===== src/rtl/sacl_pkg.sv =====
// Shared types, codes and helpers for the set-associative cache tag store.
// No dependencies; used by the controller, the datapath and the checker.
`default_nettype none

package sacl_pkg;

  // Result status codes.
  localparam logic [1:0] ST_HIT   = 2'd0;
  localparam logic [1:0] ST_FILL  = 2'd1;
  localparam logic [1:0] ST_EVICT = 2'd2;

  // Configuration register indexes.
  localparam logic [1:0] CFG_SET_BITS   = 2'd0;
  localparam logic [1:0] CFG_BLOCK_BITS = 2'd1;
  localparam logic [1:0] CFG_POLICY     = 2'd2;

  // One way of a set as held in the row memory.
  typedef struct packed {
    logic        valid;
    logic [31:0] tag;
    logic [31:0] stamp;
    logic [31:0] uses;
    logic [31:0] base;
  } way_t;

  // Controller states.
  typedef enum logic [2:0] {
    S_CLEAR,
    S_IDLE,
    S_LOOK,
    S_SCAN,
    S_WRITE
  } state_t;

  // Commands from the controller to the datapath.
  typedef struct packed {
    logic clear_we;
    logic accept;
    logic scan_init;
    logic scan_step;
    logic commit;
  } cmd_t;

  // Status from the datapath to the controller.
  typedef struct packed {
    logic clear_last;
    logic no_scan;
    logic scan_last;
  } sts_t;

  // Saturating increment that stops at all-ones.
  function automatic logic [31:0] sat_inc(input logic [31:0] v);
    return (&v) ? v : v + 32'd1;
  endfunction

endpackage

`default_nettype wire


===== src/rtl/sacl_ctrl.sv =====
// Controller state machine for the cache tag store.
// Depends on sacl_pkg for the state, command and status types.
`default_nettype none

module sacl_ctrl (
  input  wire logic            clk,
  input  wire logic            rst,
  input  wire logic            in_valid,
  output logic                 in_ready,
  output logic                 out_valid,
  input  wire logic            out_ready,
  input  wire sacl_pkg::sts_t  sts,
  output sacl_pkg::cmd_t       cmd
);

  sacl_pkg::state_t state, state_next;
  logic             out_valid_next;
  logic             slot_free;

  // The result register can take a new beat when empty or being drained.
  assign slot_free = !out_valid || out_ready;

  // Next-state logic.
  always_comb begin
    state_next = state;
    case (state)
      sacl_pkg::S_CLEAR: if (sts.clear_last) state_next = sacl_pkg::S_IDLE;
      sacl_pkg::S_IDLE:  if (in_valid) state_next = sacl_pkg::S_LOOK;
      sacl_pkg::S_LOOK: begin
        state_next = sts.no_scan ? sacl_pkg::S_WRITE : sacl_pkg::S_SCAN;
      end
      sacl_pkg::S_SCAN:  if (sts.scan_last) state_next = sacl_pkg::S_WRITE;
      sacl_pkg::S_WRITE: if (slot_free) state_next = sacl_pkg::S_IDLE;
      default:           state_next = sacl_pkg::S_CLEAR;
    endcase
  end

  // Output and command decode.
  always_comb begin
    cmd = '0;
    in_ready = 1'b0;
    case (state)
      sacl_pkg::S_CLEAR: cmd.clear_we = 1'b1;
      sacl_pkg::S_IDLE: begin
        in_ready = 1'b1;
        cmd.accept = in_valid;
      end
      sacl_pkg::S_LOOK:  cmd.scan_init = 1'b1;
      sacl_pkg::S_SCAN:  cmd.scan_step = 1'b1;
      sacl_pkg::S_WRITE: cmd.commit = slot_free;
      default:           cmd = '0;
    endcase
  end

  // Result valid flag.
  always_comb begin
    out_valid_next = out_valid;
    if (out_ready) out_valid_next = 1'b0;
    if (cmd.commit) out_valid_next = 1'b1;
  end

  always_ff @(posedge clk) begin
    if (rst) begin
      state     <= sacl_pkg::S_CLEAR;
      out_valid <= 1'b0;
    end else begin
      state     <= state_next;
      out_valid <= out_valid_next;
    end
  end

endmodule

`default_nettype wire


===== config.mk =====
export PLATFORM = sky130hd
export DESIGN_NAME = sacl_ctrl
export DESIGN_NICKNAME = d
export VERILOG_FILES = /design/src/rtl/sacl_pkg.sv /design/src/rtl/sacl_ctrl.sv
export SDC_FILE = /design/constraint.sdc
export NUM_CORES = 1
export LEC_CHECK = 0
export BUFFER_PORTS_ARGS = -buffer_cell sky130_fd_sc_hd__buf_2
export CAP_MARGIN = 30
export CORE_AREA = 2 2 39 41
export DETAILED_ROUTE_END_ITERATION = 10
export DIE_AREA = 0 0 41 43
export SLEW_MARGIN = 20
export SYNTH_ARGS = -nofsm -noshare
export SYNTH_HDL_FRONTEND = slang
export SYNTH_SLANG_ARGS = --single-unit

===== constraint.sdc =====
create_clock -name clk -period 1.5 [get_ports clk]
set_input_delay 0.225 -clock clk [delete_from_list [all_inputs] [get_ports clk]]
set_output_delay 0.225 -clock clk [all_outputs]
set_load 0.01 [all_outputs]

**Word level (Yosys, flattened, before mapping)**

Index checks and enable logic that the tools add are counted.

- Bits in registers: 4
- Latch bits: 0
- RAM bits: 0
- ROM bits: 0
- Bits of input ports: 7
- Output and inout bits: 7
- Logic and storage cells: 29
- Memories kept: 0

- $add $sub $neg: 0
- Multiply operators: 0
- Div/mod/pow operators: 0
- $lt $le $gt $ge: 0
- Equal/unequal tests: 8
- Shift-type cells: 0
- Mux-type cells: 14
- Bitwise gates (word level): 0
- Reduce and logical (&&, ||, !) cells: 5

Operators by type and width:

| kind | number |
|---|---|
| two-way mux 3 bit | 5 |
| case mux 3 bit (5 select lines) | 1 |
| two-way mux 1 bit | 8 |
| inequality test 2 bit (second input constant) | 4 |
| equality test 3 x 2 -> 1 bit (second input constant) | 2 |
| AND reduction 4 bit | 1 |
| equality test 3 x 1 -> 1 bit (second input constant) | 1 |
| equality test 3 bit (second input constant) | 1 |
| zero test 3 bit | 1 |
| nonzero test 2 bit | 1 |
| zero test 1 bit | 1 |
| logical OR 1 bit | 1 |

**Logic depth before layout (Yosys ltp)**

- Depth after elaboration: 4
- Mapped depth: 5
- Gate-level depth less buffers: 3

**Least setup slack after synthesis**

No wires, ideal clock.

- Path type: register to output
- From: register state[2]
- To: output cmd[3] (netlist name)
- Arrival: 1.039 ns
- Path slack: 0.236 ns
- Stages on the path, launching flop included: 4
- Path buffers: 1
- Path through: dfxtp_1 -> buf_4 -> nor3b_1 -> and2_1

RTL lines:

| what | line | RTL |
|---|---|---|
| start: declaration | sacl_ctrl.sv:16 | `sacl_pkg::state_t state, state_next;` |
| start signal: assignment | sacl_ctrl.sv:64 | `state <= sacl_pkg::S_CLEAR;` |
| start signal: assignment | sacl_ctrl.sv:67 | `state <= state_next;` |
| end: declaration | sacl_ctrl.sv:13 | `output sacl_pkg::cmd_t cmd` |

==> reports/results.txt <==
Status: finished clean
RSZ-0062 raised after global routing: false
Clock Latency Late Sink: 240 ps
H-Tree Depth: 1
GRT met1 Usage: 9.646%
Synth Cell Area: 285.3 µm²
Layout area overhead: 31.58%
Largest net degree at the start of global routing: 11
CTS Buffer Depth: 2
Die width: 41 µm
Tightest Pin Transition: 375.7 ps
Grt met3 use: 4.712%
Pre-antenna DRT Iters: 2
Post-CTS Hold Buffers: 0
Syn Area/Cell: 8.645 µm²
Worst setup EP type: output port
WS Path Type: register to output port
Crit Path Max Fanout: 7
Antenna violations before repair: 0
Setup-failing EPs final: 0
Slew Viols, Final: 0
Register area share after synthesis: 28.07%
Initial core utilization: 20.61%
Vias in the first global route: 249
Final WL: 611 µm
Die area: 0.001763 mm²
N_diodes: 0
Most common cell after layout, fill and taps aside: buf_2
PortBufs: 13
Routed len/inst: 9.698 µm
GRT overflow: 0
Min Clock Period, post-route: 1412 ps
Post_cts resized: 1
# nets final: 56
YS warnings: 0
Initial drt markers: 2
Max_slew headroom: 74.95%
Critical Path RT: 1270 ps
CTS tree: yes
Most frequent cells in the layout: 13 x buf_2, 4 x nor2_1, 3 x nor3_1, 3 x clkbuf_4, 3 x dfxtp_1
Max cap viols: 0
CTS Buf Count: 3
Met2 Use GR: 12.50%
Worst-path clk slew: 40 ps
DRC: 0
WHS: 207.6 ps
Total negative slack: 0 ps
Routed vias/inst: 4.397
Finished Layout Cells: 63
Placed insts: 60
Cells after synthesis: 33
Die H: 43 µm
Via count: 277
Synth top area share: 28.07%
Largest cells by area after synthesis: dfxtp_1 28%, nor3_1 5.3%, a2111oi_2 5.3%, buf_4 5.3%, mux2_4 5.3%
GRT Total Usage: 8.835%
Tcrit/Tclk final: 94.16%
Setup Fix Bufs, Post-CTS: 0
Synthesized Nets: 40
Row count: 14
I/O pin total: 14
Synth cell types: 21
CORE AREA: 0.001384 mm²
Register bit total from synthesis: 4
Leak Pwr: 0.1725 nW
Root Driver: clkbuf_4
Clock sink count: 4
GRT busiest layer: met2
Total power: 0.3353 mW
Class of the worst hold path: primary input to register
Pwr dens: 893.4 mW/mm²
Worst vdd ir: 264.9 µV
Max Clock Freq: 708.0 MHz
Fillers: 161
Post-route ant nets: 0
CP arrival: 1190 ps
Clk_skew: 4.813 ps
Final hold vios: 0
Layout cells sized above 1: 51.06%
CP Launch Type: register
First-pass GRT wire length: 1.000 mm
Post-synth top area cell: dfxtp_1
Gpl congestion: 0.7057
[per-layer routing]
metal,routed length (µm),share of wire (%)
met5,0,0
met4,14,2.3
met3,52,8.5
met2,309,51
met1,234,38
[area by class of cell]
type | count | area (µm²) | area share (%)
multi-input combinational | 25 | 175.2 | 46.67
timing repair buffer | 14 | 72.57 | 19.33
inverter | 1 | 3.754 | 1.000
clock buffer | 3 | 22.52 | 6.000
sequential | 4 | 81.33 | 21.67
tap | 16 | 20.02 | 5.333
[synth_stat cells]
master     n
nor3_1     3
buf_4      2
o21ai_0    2
and2_1     2
dfxtp_1    4
inv_1      1
nor3b_1    1
buf_6      1
nor2_1     4
nor2_2     1
mux2_4     1
nor2b_1    2
a21oi_1    1
a32oi_1    1
nand2_1    1
nor3b_2    1
and2b_2    1
a2111oi_2  1
a221oi_1   1
and3_4     1
nand3b_1   1
[sequential cells by signal (all words and copies together), names as in the netlist]
signal and flops:
out_valid 1, state 3
[stage by stage]
stage | utilization [%] | area, µm² | setup slack, ps
2_1_floorplan | - | 285.3 | 236.5
3_3_place_gp | 25.41 | 351.6 | 226.5
3_5_place_dp | 25.41 | 351.6 | 227.0
4_1_cts | 27.12 | 375.4 | 78.28
5_1_grt | 27.12 | 375.4 | 11.40
6_report | 27.12 | 375.4 | 87.62
[worst max-delay path: stages (launching register included)]
cell and delay [ps]:
dfxtp_1 410, and2b_2 260, and2_1 150, buf_2 130
[final timing paths]
check             from         to  slack [ps]  cells past startpoint
max           state[2]     cmd[1]          90                      3
min                rst   state[0]         210                      2
max reg2reg   state[2]   state[0]         230                      3
min reg2reg  out_valid  out_valid         680                      3
[power by group]
part	internal (mW)	total, mW	switching [mW]
Combinational	0.0382	0.0747	0.0365
Sequential	0.114	0.125	0.0115
Clock	0.0896	0.135	0.0459
[logic make-up (layout without fill, tap and decap cells)]
| kind of cell | count (synthesis) | after routing | synth area share (%) |
|---|---|---|---|
| buf+inv | 4 | 18 | 10.52 |
| flops | 4 | 4 | 28.07 |
| simple gates | 18 | 18 | 39.47 |
| compound gates | 6 | 6 | 16.66 |
| mux | 1 | 1 | 5.262 |
Power figures use the tool's default switching activity.
